==> src/assert_macros.svh <==
// Assertion macros for the RTL of the click classifier.
// No dependencies; compiled out when SYNTHESIS is defined.
`ifndef ASSERT_MACROS_SVH
`define ASSERT_MACROS_SVH
`ifndef SYNTHESIS
// Check a property on every rising clock edge outside reset.
`define ASSERT_CLK(lbl, clk, rst_n, prop) \
  lbl: assert property (@(posedge clk) disable iff (!(rst_n)) (prop)) \
    else $error("assertion failed");
// Check that a condition never holds outside reset.
`define ASSERT_NEVER(lbl, clk, rst_n, cond) \
  lbl: assert property (@(posedge clk) disable iff (!(rst_n)) !(cond)) \
    else $error("forbidden condition seen");
`else
`define ASSERT_CLK(lbl, clk, rst_n, prop)
`define ASSERT_NEVER(lbl, clk, rst_n, cond)
`endif
`endif

==> src/bcc_pkg.sv <==
// Types and constants of the button click classifier.
// Used by the front, the key queue, the back and the top level.
package bcc_pkg;

  localparam int unsigned TickW     = 32;
  localparam int unsigned SeqW      = 32;
  localparam int unsigned CfgIdxW   = 1;
  localparam int unsigned InDataW   = 40;
  localparam int unsigned OutDataW  = 40;
  localparam int unsigned QDepth    = 2;

  localparam logic [TickW-1:0] ShortLimitReset = 32'd300;
  localparam logic [TickW-1:0] DblWindowReset  = 32'd250;

  localparam logic [CfgIdxW-1:0] CfgShortLimit = 1'b0;
  localparam logic [CfgIdxW-1:0] CfgDblWindow  = 1'b1;

  typedef enum logic [0:0] {
    KeyOk   = 1'b0,
    KeyBack = 1'b1
  } key_e;

  typedef enum logic [1:0] {
    KindPress   = 2'd0,
    KindShort   = 2'd1,
    KindRelease = 2'd2
  } kind_e;

  typedef struct packed {
    key_e            key;
    logic [SeqW-1:0] number;
  } key_entry_t;

  typedef struct packed {
    logic       valid;
    key_entry_t entry;
  } key_push_t;

  typedef struct packed {
    logic       empty;
    logic       full;
    key_entry_t head;
  } key_q_status_t;

endpackage

==> src/bcc_front.sv <==
// Front part: debounces the polled level, times presses, classifies clicks
// and pushes one key request per reported key. Depends on bcc_pkg.
module bcc_front #(
  parameter int unsigned STABLE_POLLS = 2
) (
  input  logic                              clk_i,
  input  logic                              rst_ni,
  input  logic                              poll_valid_i,
  output logic                              poll_ready_o,
  input  logic                              level_i,
  input  logic [bcc_pkg::TickW-1:0]         now_i,
  input  logic                              cfg_valid_i,
  input  logic [bcc_pkg::CfgIdxW-1:0]       cfg_index_i,
  input  logic [bcc_pkg::TickW-1:0]         cfg_data_i,
  input  logic                              q_full_i,
  output bcc_pkg::key_push_t                push_o
);
  import bcc_pkg::*;

  localparam int unsigned AgreeW = $clog2(STABLE_POLLS + 1);
  localparam logic [AgreeW-1:0] AgreeMax = AgreeW'(STABLE_POLLS);

  logic [TickW-1:0]  limit_q, window_q;
  logic              sampled_q, sampled_d;
  logic              stable_q, stable_d;
  logic [AgreeW-1:0] agree_q, agree_d;
  logic [TickW-1:0]  press_start_q, press_start_d;
  logic [TickW-1:0]  first_rel_q, first_rel_d;
  logic              pending_q, pending_d;
  logic              second_q, second_d;
  logic [SeqW-1:0]   seq_q, seq_d;

  logic              accept;
  logic              change;
  logic              long_press;
  logic              in_window;
  logic [TickW-1:0]  held_ticks, since_rel;
  logic [TickW-1:0]  since_fresh;
  logic              emit;
  key_e              emit_key;

  assign poll_ready_o = !q_full_i;
  assign accept       = poll_valid_i && !q_full_i;
  assign held_ticks   = now_i - press_start_q;
  assign since_rel    = now_i - first_rel_q;
  assign long_press   = held_ticks > limit_q;
  assign in_window    = since_rel <= window_q;

  always_comb begin
    sampled_d     = sampled_q;
    agree_d       = agree_q;
    stable_d      = stable_q;
    press_start_d = press_start_q;
    first_rel_d   = first_rel_q;
    pending_d     = pending_q;
    second_d      = second_q;
    emit          = 1'b0;
    emit_key      = KeyOk;

    if (level_i == sampled_q) begin
      if (agree_q < AgreeMax) begin
        agree_d = agree_q + AgreeW'(1);
      end
    end else begin
      sampled_d = level_i;
      agree_d   = AgreeW'(1);
    end

    change = (agree_d >= AgreeMax) && (stable_q != sampled_d);

    if (change) begin
      stable_d = sampled_d;
      if (sampled_d) begin
        press_start_d = now_i;
        if (pending_q) begin
          second_d = 1'b1;
        end
      end else if (long_press) begin
        emit        = pending_q && second_q;
        pending_d   = 1'b0;
        second_d    = 1'b0;
        first_rel_d = '0;
      end else if (!pending_q) begin
        pending_d   = 1'b1;
        second_d    = 1'b0;
        first_rel_d = now_i;
      end else if (in_window) begin
        emit        = 1'b1;
        emit_key    = KeyBack;
        pending_d   = 1'b0;
        second_d    = 1'b0;
        first_rel_d = '0;
      end else begin
        // pending click timed out: report it, the new click takes its place
        emit        = 1'b1;
        pending_d   = 1'b1;
        second_d    = 1'b0;
        first_rel_d = now_i;
      end
    end

    // Measure the window against the release tick as it stands after this poll.
    since_fresh = now_i - first_rel_d;
    if (!emit && pending_d && !second_d && (since_fresh > window_q)) begin
      emit        = 1'b1;
      emit_key    = KeyOk;
      pending_d   = 1'b0;
      second_d    = 1'b0;
      first_rel_d = '0;
    end

    seq_d = emit ? seq_q + SeqW'(1) : seq_q;
  end

  always_ff @(posedge clk_i or negedge rst_ni) begin
    if (!rst_ni) begin
      limit_q       <= ShortLimitReset;
      window_q      <= DblWindowReset;
      sampled_q     <= 1'b0;
      stable_q      <= 1'b0;
      agree_q       <= AgreeMax;
      press_start_q <= '0;
      first_rel_q   <= '0;
      pending_q     <= 1'b0;
      second_q      <= 1'b0;
      seq_q         <= '0;
    end else begin
      if (cfg_valid_i) begin
        unique case (cfg_index_i)
          CfgShortLimit: limit_q  <= cfg_data_i;
          CfgDblWindow:  window_q <= cfg_data_i;
          default: ;
        endcase
      end
      if (accept) begin
        sampled_q     <= sampled_d;
        stable_q      <= stable_d;
        agree_q       <= agree_d;
        press_start_q <= press_start_d;
        first_rel_q   <= first_rel_d;
        pending_q     <= pending_d;
        second_q      <= second_d;
        seq_q         <= seq_d;
      end
    end
  end

  assign push_o.valid        = accept && emit;
  assign push_o.entry.key    = emit_key;
  assign push_o.entry.number = seq_d;

endmodule

==> src/bcc_queue.sv <==
// Short queue of key requests between the front and the back.
// Depends on bcc_pkg and assert_macros.svh.
`include "assert_macros.svh"
module bcc_queue (
  input  logic                   clk_i,
  input  logic                   rst_ni,
  input  bcc_pkg::key_push_t     push_i,
  input  logic                   pop_i,
  output bcc_pkg::key_q_status_t status_o
);
  import bcc_pkg::*;

  localparam int unsigned PtrW = $clog2(QDepth);
  localparam int unsigned CntW = $clog2(QDepth + 1);

  key_entry_t      mem_q [QDepth];
  logic [PtrW-1:0] wr_q, wr_d, rd_q, rd_d;
  logic [CntW-1:0] cnt_q, cnt_d;
  logic            do_push, do_pop;

  assign do_push = push_i.valid && !status_o.full;
  assign do_pop  = pop_i && !status_o.empty;

  always_comb begin
    wr_d  = wr_q;
    rd_d  = rd_q;
    cnt_d = cnt_q;
    if (do_push) begin
      wr_d = (wr_q == PtrW'(QDepth - 1)) ? '0 : wr_q + PtrW'(1);
    end
    if (do_pop) begin
      rd_d = (rd_q == PtrW'(QDepth - 1)) ? '0 : rd_q + PtrW'(1);
    end
    case ({do_push, do_pop})
      2'b10:   cnt_d = cnt_q + CntW'(1);
      2'b01:   cnt_d = cnt_q - CntW'(1);
      default: cnt_d = cnt_q;
    endcase
  end

  always_ff @(posedge clk_i or negedge rst_ni) begin
    if (!rst_ni) begin
      wr_q  <= '0;
      rd_q  <= '0;
      cnt_q <= '0;
    end else begin
      wr_q  <= wr_d;
      rd_q  <= rd_d;
      cnt_q <= cnt_d;
    end
  end

  always_ff @(posedge clk_i) begin
    if (do_push) begin
      mem_q[wr_q] <= push_i.entry;
    end
  end

  assign status_o.empty = (cnt_q == '0);
  assign status_o.full  = (cnt_q == CntW'(QDepth));
  assign status_o.head  = mem_q[rd_q];

  `ASSERT_NEVER(a_cnt_range, clk_i, rst_ni, cnt_q > CntW'(QDepth))
  `ASSERT_NEVER(a_push_when_full, clk_i, rst_ni, push_i.valid && status_o.full)
  `ASSERT_CLK(a_ptr_track, clk_i, rst_ni,
              (cnt_q == '0 || cnt_q == CntW'(QDepth)) |-> (wr_q == rd_q))
  `ASSERT_CLK(a_cnt_step, clk_i, rst_ni,
              (do_push && !do_pop) |=> (cnt_q == $past(cnt_q) + CntW'(1)))

endmodule

==> src/bcc_back.sv <==
// Back part: expands each queued key into press, short and release results
// through a registered output stage. Depends on bcc_pkg.
module bcc_back (
  input  logic                          clk_i,
  input  logic                          rst_ni,
  input  bcc_pkg::key_q_status_t        q_status_i,
  output logic                          pop_o,
  output logic                          out_valid_o,
  input  logic                          out_ready_i,
  output bcc_pkg::key_e                 out_key_o,
  output bcc_pkg::kind_e                out_kind_o,
  output logic [bcc_pkg::SeqW-1:0]      out_number_o,
  output logic                          out_last_o
);
  import bcc_pkg::*;

  logic            valid_q;
  kind_e           step_q, step_d;
  key_e            key_q;
  kind_e           kind_q;
  logic [SeqW-1:0] number_q;
  logic            last_q;
  logic            load;

  assign load  = !q_status_i.empty && (!valid_q || out_ready_i);
  assign pop_o = load && (step_q == KindRelease);

  always_comb begin
    unique case (step_q)
      KindPress:   step_d = KindShort;
      KindShort:   step_d = KindRelease;
      KindRelease: step_d = KindPress;
      default:     step_d = KindPress;
    endcase
  end

  always_ff @(posedge clk_i or negedge rst_ni) begin
    if (!rst_ni) begin
      valid_q <= 1'b0;
      step_q  <= KindPress;
    end else begin
      if (load) begin
        valid_q <= 1'b1;
        step_q  <= step_d;
      end else if (out_ready_i) begin
        valid_q <= 1'b0;
      end
    end
  end

  always_ff @(posedge clk_i) begin
    if (load) begin
      key_q    <= q_status_i.head.key;
      kind_q   <= step_q;
      number_q <= q_status_i.head.number;
      last_q   <= (step_q == KindRelease);
    end
  end

  assign out_valid_o  = valid_q;
  assign out_key_o    = key_q;
  assign out_kind_o   = kind_q;
  assign out_number_o = number_q;
  assign out_last_o   = last_q;

endmodule

==> src/button_debounce_click_classifier.sv <==
// Button debounce and click classifier: input polls in, key events out.
// Polls enter on the s_axis channel: tdata[0] is the raw level (1 pressed),
// tdata[32:1] the tick of the poll. A level is taken once STABLE_POLLS
// polls in a row agree; presses are timed against short_press_limit and
// clicks paired within double_click_window (both inclusive, ticks wrap).
// Each key leaves on m_axis as three results: tuser 0 press, 1 short,
// 2 release with tlast; tdata[0] key (0 OK, 1 BACK), tdata[32:1] number.
// Configuration: cfg_index_i 0 short_press_limit, 1 double_click_window;
// write only while idle. cfg_ready_o is always high.
// A key is written into the key queue when its poll is accepted, then
// into the output register of the back part that drives m_axis. The
// back part loads the three results of a key as the receiver takes them,
// which bounds a key-per-poll stream. A two-entry key queue lets polls
// continue while results wait; when it is full s_axis_tready drops.
// Reset: button reads released, nothing pending, number count zero,
// registers at 300 and 250. A stalled receiver holds the current result
// and, once the queue fills, stalls the poll input.
module button_debounce_click_classifier #(
  parameter int unsigned STABLE_POLLS = 2
) (
  input  logic                             clk_i,
  input  logic                             rst_ni,
  input  logic                             s_axis_tvalid,
  output logic                             s_axis_tready,
  // [0] button_pressed, [32:1] now_tick, [39:33] zero
  input  logic [bcc_pkg::InDataW-1:0]      s_axis_tdata,
  output logic                             m_axis_tvalid,
  input  logic                             m_axis_tready,
  // [0] event_key, [32:1] event_number, [39:33] zero
  output logic [bcc_pkg::OutDataW-1:0]     m_axis_tdata,
  // [1:0] event_kind
  output logic [1:0]                       m_axis_tuser,
  output logic                             m_axis_tlast,
  input  logic                             cfg_valid_i,
  output logic                             cfg_ready_o,
  input  logic [bcc_pkg::CfgIdxW-1:0]      cfg_index_i,
  input  logic [bcc_pkg::TickW-1:0]        cfg_data_i
);
  import bcc_pkg::*;

  key_push_t       push;
  key_q_status_t   q_status;
  logic            pop;
  key_e            out_key;
  kind_e           out_kind;
  logic [SeqW-1:0] out_number;

  assign cfg_ready_o = 1'b1;

  bcc_front #(
    .STABLE_POLLS(STABLE_POLLS)
  ) u_front (
    .clk_i       (clk_i),
    .rst_ni      (rst_ni),
    .poll_valid_i(s_axis_tvalid),
    .poll_ready_o(s_axis_tready),
    .level_i     (s_axis_tdata[0]),
    .now_i       (s_axis_tdata[TickW:1]),
    .cfg_valid_i (cfg_valid_i),
    .cfg_index_i (cfg_index_i),
    .cfg_data_i  (cfg_data_i),
    .q_full_i    (q_status.full),
    .push_o      (push)
  );

  bcc_queue u_queue (
    .clk_i   (clk_i),
    .rst_ni  (rst_ni),
    .push_i  (push),
    .pop_i   (pop),
    .status_o(q_status)
  );

  bcc_back u_back (
    .clk_i       (clk_i),
    .rst_ni      (rst_ni),
    .q_status_i  (q_status),
    .pop_o       (pop),
    .out_valid_o (m_axis_tvalid),
    .out_ready_i (m_axis_tready),
    .out_key_o   (out_key),
    .out_kind_o  (out_kind),
    .out_number_o(out_number),
    .out_last_o  (m_axis_tlast)
  );

  assign m_axis_tdata = {(OutDataW - SeqW - 1)'(0), out_number, out_key};
  assign m_axis_tuser = out_kind;

endmodule
==> config.mk <==
export PLATFORM = sky130hd
export DESIGN_NAME = button_debounce_click_classifier
export DESIGN_NICKNAME = d
export VERILOG_FILES = /design/src/bcc_pkg.sv /design/src/bcc_front.sv /design/src/bcc_queue.sv /design/src/bcc_back.sv /design/src/button_debounce_click_classifier.sv
export VERILOG_INCLUDE_DIRS = /design/src /design/src/src
export SDC_FILE = /design/constraint.sdc
export NUM_CORES = 1
export LEC_CHECK = 0
export ABC_CLOCK_PERIOD_IN_PS = 18700
export BUFFER_PORTS_ARGS = -buffer_cell sky130_fd_sc_hd__buf_2
export CAP_MARGIN = 20
export CORE_MARGIN = 5
export CORE_UTILIZATION = 67
export DETAILED_ROUTE_END_ITERATION = 10
export GPL_TIMING_DRIVEN = 0
export PLACE_DENSITY = 0.95
export SLEW_MARGIN = 20
export SYNTH_ARGS = -nofsm -noshare
export SYNTH_HDL_FRONTEND = slang
export SYNTH_HIERARCHICAL = 1
export SYNTH_SLANG_ARGS = --single-unit
export TNS_END_PERCENT = 1
==> constraint.sdc <==
create_clock -name clk_i -period 18.7 [get_ports clk_i]
set_input_delay 3.74 -clock clk_i [delete_from_list [all_inputs] [get_ports clk_i]]
set_output_delay 3.74 -clock clk_i [all_outputs]
set_load 0.005 [all_outputs]
Word-level counts from Yosys, hierarchy flattened
Memories as Yosys holds them, arrays and structs flattened. A register that Yosys moved wholly into a read port is not among the register bits.
Cells that the tools add are included.
{"block": "totals", "ff_bits": 176, "ram_bits": 66, "out_inout_bits": 46, "mem_count": 1}
{"block": "op_classes", "n_addsub": 9, "n_lt_le_gt_ge": 5, "n_eq_ne": 7, "n_mux": 39, "bitwise": 1, "reduce_logical": 25}
{"name": "u_queue.mem_q", "depth": 2, "width": 33, "read_ports": 1, "rd_clocked_by_memory_dff": 1, "write_ports": 1, "line_no": "bcc_queue.sv:16", "rtl": "key_entry_t mem_q [QDepth];"}
{"op": "2-to-1 mux 32 bit", "count": 7}
{"op": "subtractor 32 bit", "count": 3}
{"op": "> comparator 32 bit", "count": 2}
{"op": "adder 32 x 1 -> 32 bit, second input constant", "count": 1}
{"op": "less-or-equal comparator 32 bit", "count": 1}
{"op": "2-to-1 mux 1 bit", "count": 28}
{"op": "logical AND 1 bit", "count": 11}
{"op": "case mux 2 bit (2 select lines)", "count": 2}
{"op": "== test 2 bit, second input constant", "count": 3}
{"op": "AND reduction 2 bit", "count": 3}
{"op": "logical NOT 1 bit", "count": 5}
{"op": "adder 2 x 1 -> 2 bit, second input constant", "count": 2}
{"op": "== test 2 x 1 -> 1 bit, second input constant", "count": 2}
{"op": "logical NOT 2 bit", "count": 2}
{"op": "2-to-1 mux 2 bit", "count": 2}
{"op": "nonzero test 2 bit", "count": 2}
{"op": "AND reduction 3 bit", "count": 1}
{"op": "adder 1 bit, second input constant", "count": 2}
{"op": "greater-or-equal comparator 2 bit, second input constant", "count": 1}
{"op": "less-than comparator 2 bit, second input constant", "count": 1}
{"op": "subtractor 2 x 1 -> 2 bit, second input constant", "count": 1}
{"op": "== test 1 bit", "count": 1}
{"op": "logical OR 1 bit", "count": 1}
{"op": "inequality test 1 bit", "count": 1}
{"op": "NOT 1 bit", "count": 1}

Longest topological paths before layout
{"block": "depth", "word_depth": 15, "ltp_mapped": 54, "depth_no_buf": 52}

Hierarchy
The synthesis kept the hierarchy.
{"mod": "bcc_front", "instances": 1, "cells_each": 1616, "area_each_um2": 14116.0, "seq_area_each_um2": 4167.7}
{"mod": "bcc_queue", "instances": 1, "cells_each": 121, "area_each_um2": 2730.1, "seq_area_each_um2": 2082.0}
{"mod": "bcc_back", "instances": 1, "cells_each": 49, "area_each_um2": 1239.9, "seq_area_each_um2": 1156.1}
{"mod": "button_debounce_click_classifier", "instances": 1, "cells_each": 11, "area_each_um2": 75.1, "seq_area_each_um2": 0.0}

Worst setup path after synthesis
OpenSTA, ideal clock, no wires.
{"block": "synth_timing", "path_type": "input port to flip-flop", "from": "input port s_axis_tdata[1] (netlist name)", "to": "memory u_queue/mem_q[0][0] (netlist name) (enable)", "arrival_time_ps": 13730, "slack_ps": 4547, "path_stages": 48, "path_buffers": 3, "path_cell_list": "inv_1 ha_1 inv_1 fa_1 a21o_1 a21oi_1 nand2b_1 a211oi_1 o21ai_0 o41ai_2 a31o_2 a221oi_1 nor2b_1 xnor2_1 ha_1 nand4_2 nor4_2 nand2_1 [... 12 more ...] nor4_1 o221ai_2 nand4_1 and2_1 a311oi_2 xnor2_1 ha_1 and4_1 nand2_1 nor2_1 a31o_1 a2111o_1 and2_1 buf_2 o21a_2 nor2_1 nand2_1 nor2_1"}
{"element": "start: declaration", "line_no": "button_debounce_click_classifier.sv:26", "rtl": "input logic [bcc_pkg::InDataW-1:0] s_axis_tdata,"}
{"element": "end: declaration", "line_no": "bcc_queue.sv:16"}

==> impl_metrics.toml <==
[yosys]
async_reset_ff_share_pct = 62.9
synth_cell_type_count = 89
synth_cells = 1797
ys_seq_area_share_pct = 40.8
synth_area_sq_mm = 0.0182
yosysMostFrequentCell = "ha_1"
ys_top_cells_by_area = "dfrtp_1, edfxtp_1, ha_1"
synth_common_cells = "ha_1, inv_1, dfrtp_1, nand2_1, xnor2_1"
synth-seq-cells = 275
yosys_most_used_dff = "dfrtp_1"
syn_avg_cell_area_sq_um = 10.1
synth_top_cell_by_area = "dfrtp_1"
yosys_warnings = 6
synth-edff-count = 102
yosysTopAreaCellShare_pct = 22.3

[sta]
setup_violations = 0
rsz0062_at_grt = "false"
fmax_mhz = 61.0
worst_slew_pin_slew_ns = 0.928
worst_hold_slack_ns = 0.503
skew_ns = 0.0215
slew_viol_final = 0
layout_min_cycle_time_ns = 16.40
hold_viol_final = 0
fin_crit_sh_pct = 87.7
relSlewSlack_pct = 38.2
finalSetupTns_ns = 0

[grt]
grt_pass1_vias = 15000
grt_pass1_wl_mm = 74.2
antenna_found_initial = 1
grt_max_degree = 71
grt_overflow = 0
grt_use_total_pct = 29.6

[drt]
drt_iter0_drc = 1354
wirelength_met1_mm = 17.9
wl_met2_mm = 22.5
drc = 0
viasPerCell = 6.32
wl_per_cell_um = 19.9
first_pass_iters = 6
routed_wl_mm = 46.0
top_layer = "met4"
route.met3.wl_mm = 3.30
ant_nets = 0
num_vias = 14600

[clock_network]
clkTransAtPathRegs_ns = 0.06
hold_buffers = 0
cts_root_buf = "clkbuf_16"
post_cts_buffers = 0
clockBufferDepth = 3
numClockSinks = 275
cts_resized = 0
htree_levels = 1
cts_made_buffers = 31
cts_tree = "yes"
clock_latency_ns = 0.57

[placed_design]
dp_hpwl_mm = 34.2
place_congestion = 0.980
portBuffers = 108
placed_cells = 2256
place_area_sq_mm = 0.0193

[worst_setup_path]
critical_path.top_delay_family = "compound AO/OA/AOI/OAI gates"
cp_num_buf_inv = 6
cp_num_cells = 48
max_stage_delay_ns = 0.81
cp_max_fo = 33
timing.rr.start = "u_front/press_start_q[1]$_DFFE_PN0P_"
path_class = "in2reg"
rr_worst_depth = 45
r2r_end = "u_queue/mem_q[1][28]$_DFFE_PP_"
cp_slowest_cell = "and3_2"
setup.worst_path.start_class = "input pin"
worstPathArrival_ns = 16.59
cp-end-kind = "flip-flop"
r2r_setup_slack_ns = 5.35
required_ns = 18.89

[cells_and_area]
fin_cells = 2314
num_antenna_cells = 0
drive_above_1_share_pct = 16.1
fin_area_sq_mm = 0.0204
syn_to_final_growth_pct = 12.2
fin_nets = 2225

[hold_path]
hold_path_end = "u_front/seq_q[31]$_DFFE_PN0P_"
hp-class = "reg2reg"
min_from = "u_front/seq_q[31]$_DFFE_PN0P_"
holdPathStages = 1

[power_and_ir_drop]
vdd.ir_drop.worst_uv = 116
p_leak_nw = 9.13
power.density_mw_per_mm2 = 169

[floorplan]
core-area_sq_mm = 0.0268
die_x_um = 175
dieArea_sq_mm = 0.0305
dieHeight_um = 175
initial_utilization_pct = 67.8
placementRows = 60
io_pins = 124

[flow_run]
drv_cap = 0

[status]
status = "complete, no violations"
layout by cell type (no fill, tap or decap), types with 33 or more instances in the layout:
master,n
ha_1,195
inv_1,166
dfrtp_1,162
nand2_1,134
buf_2,118
xnor2_1,118
o21ai_0,109
edfxtp_1,102
a21oi_1,97
nor2_1,68
a21o_1,64
nand3_1,52
mux2_2,41
nand4_1,37
a22oi_1,33
o22ai_1,33
cell families (layout without fill, tap and decap cells):
kind of cell	after synthesis	count (layout)	synth area share, %
fa+ha+maj	198	198	13.8
mux	72	72	5.11
xor+xnor	149	149	7.19
other cells	2	8	0.0414
buf+inv	225	395	5.30
flops	275	275	40.8
compound gates	434	434	15.4
simple gates	442	442	12.4
sequential cells by signal, summed over array words and instances, names as in the netlist, 32 cells and up:
register               count
u_front/press_start_q     32
u_front/first_rel_q       32
u_front/seq_q             32
u_back/out_number_o       32
u_queue/mem_q             66
u_front/limit_q           32
u_front/window_q          32
through the flow:
stage	utilization, %	power [W]	setup WS [ns]
2_1_floorplan	-	0.00226	4.55
3_3_place_gp	71.5	0.00262	1.27
3_5_place_dp	71.9	0.00273	2.32
4_1_cts	75.9	0.00341	2.70
5_1_grt	76.0	0.00368	1.86
6_report	76.0	0.00345	2.30
layout make-up:
cell class | instances | area [sq um]
timing repair buffer | 113 | 661
fill | 1656 | 6430
sequential | 275 | 7410
multi-input combinational | 1303 | 9830
clock buffer | 38 | 822
clock inverter | 19 | 268
tap | 341 | 427
buffer | 57 | 333
inverter | 168 | 631
worst max path at each step:
stage	start	to	slack, ns
2_1_floorplan	s_axis_tdata[1]	u_queue/mem_q[0][0]$_DFFE_PP_	4.55
3_3_place_gp	s_axis_tdata[1]	u_queue/mem_q[0][27]$_DFFE_PP_	1.27
3_5_place_dp	s_axis_tdata[1]	u_queue/mem_q[1][26]$_DFFE_PP_	2.32
4_1_cts	s_axis_tdata[1]	u_queue/mem_q[1][3]$_DFFE_PP_	2.70
5_1_grt	s_axis_tdata[1]	u_queue/mem_q[1][7]$_DFFE_PP_	1.86
6_report	s_axis_tdata[1]	u_queue/mem_q[1][28]$_DFFE_PP_	2.30
report_power, final:
part / total (W) / internal (W) / switching, W
sequential: 0.000853 / 0.000789 / 0.0000642
clock: 0.000647 / 0.000395 / 0.000253
combinational: 0.00195 / 0.000838 / 0.00111
total: 0.00345 / 0.00202 / 0.00143
routing by layer:
layer	global-route usage, %	up-vias
li1	-	6724
met1	36.4	7018
met2	51.5	703
met3	4.54	191
met4	13.8	0
met5	0	-
worst reg2reg max path, delay by kind of cell, from the launching register on:
kind	cells	cell delay (ns)
flops	1	0.36
xor+xnor	1	0.11
compound gates	19	5.64
simple gates	16	4.44
buf+inv	5	1.18
fa+ha+maj	4	1.24
(Power assumes the default switching activity.)
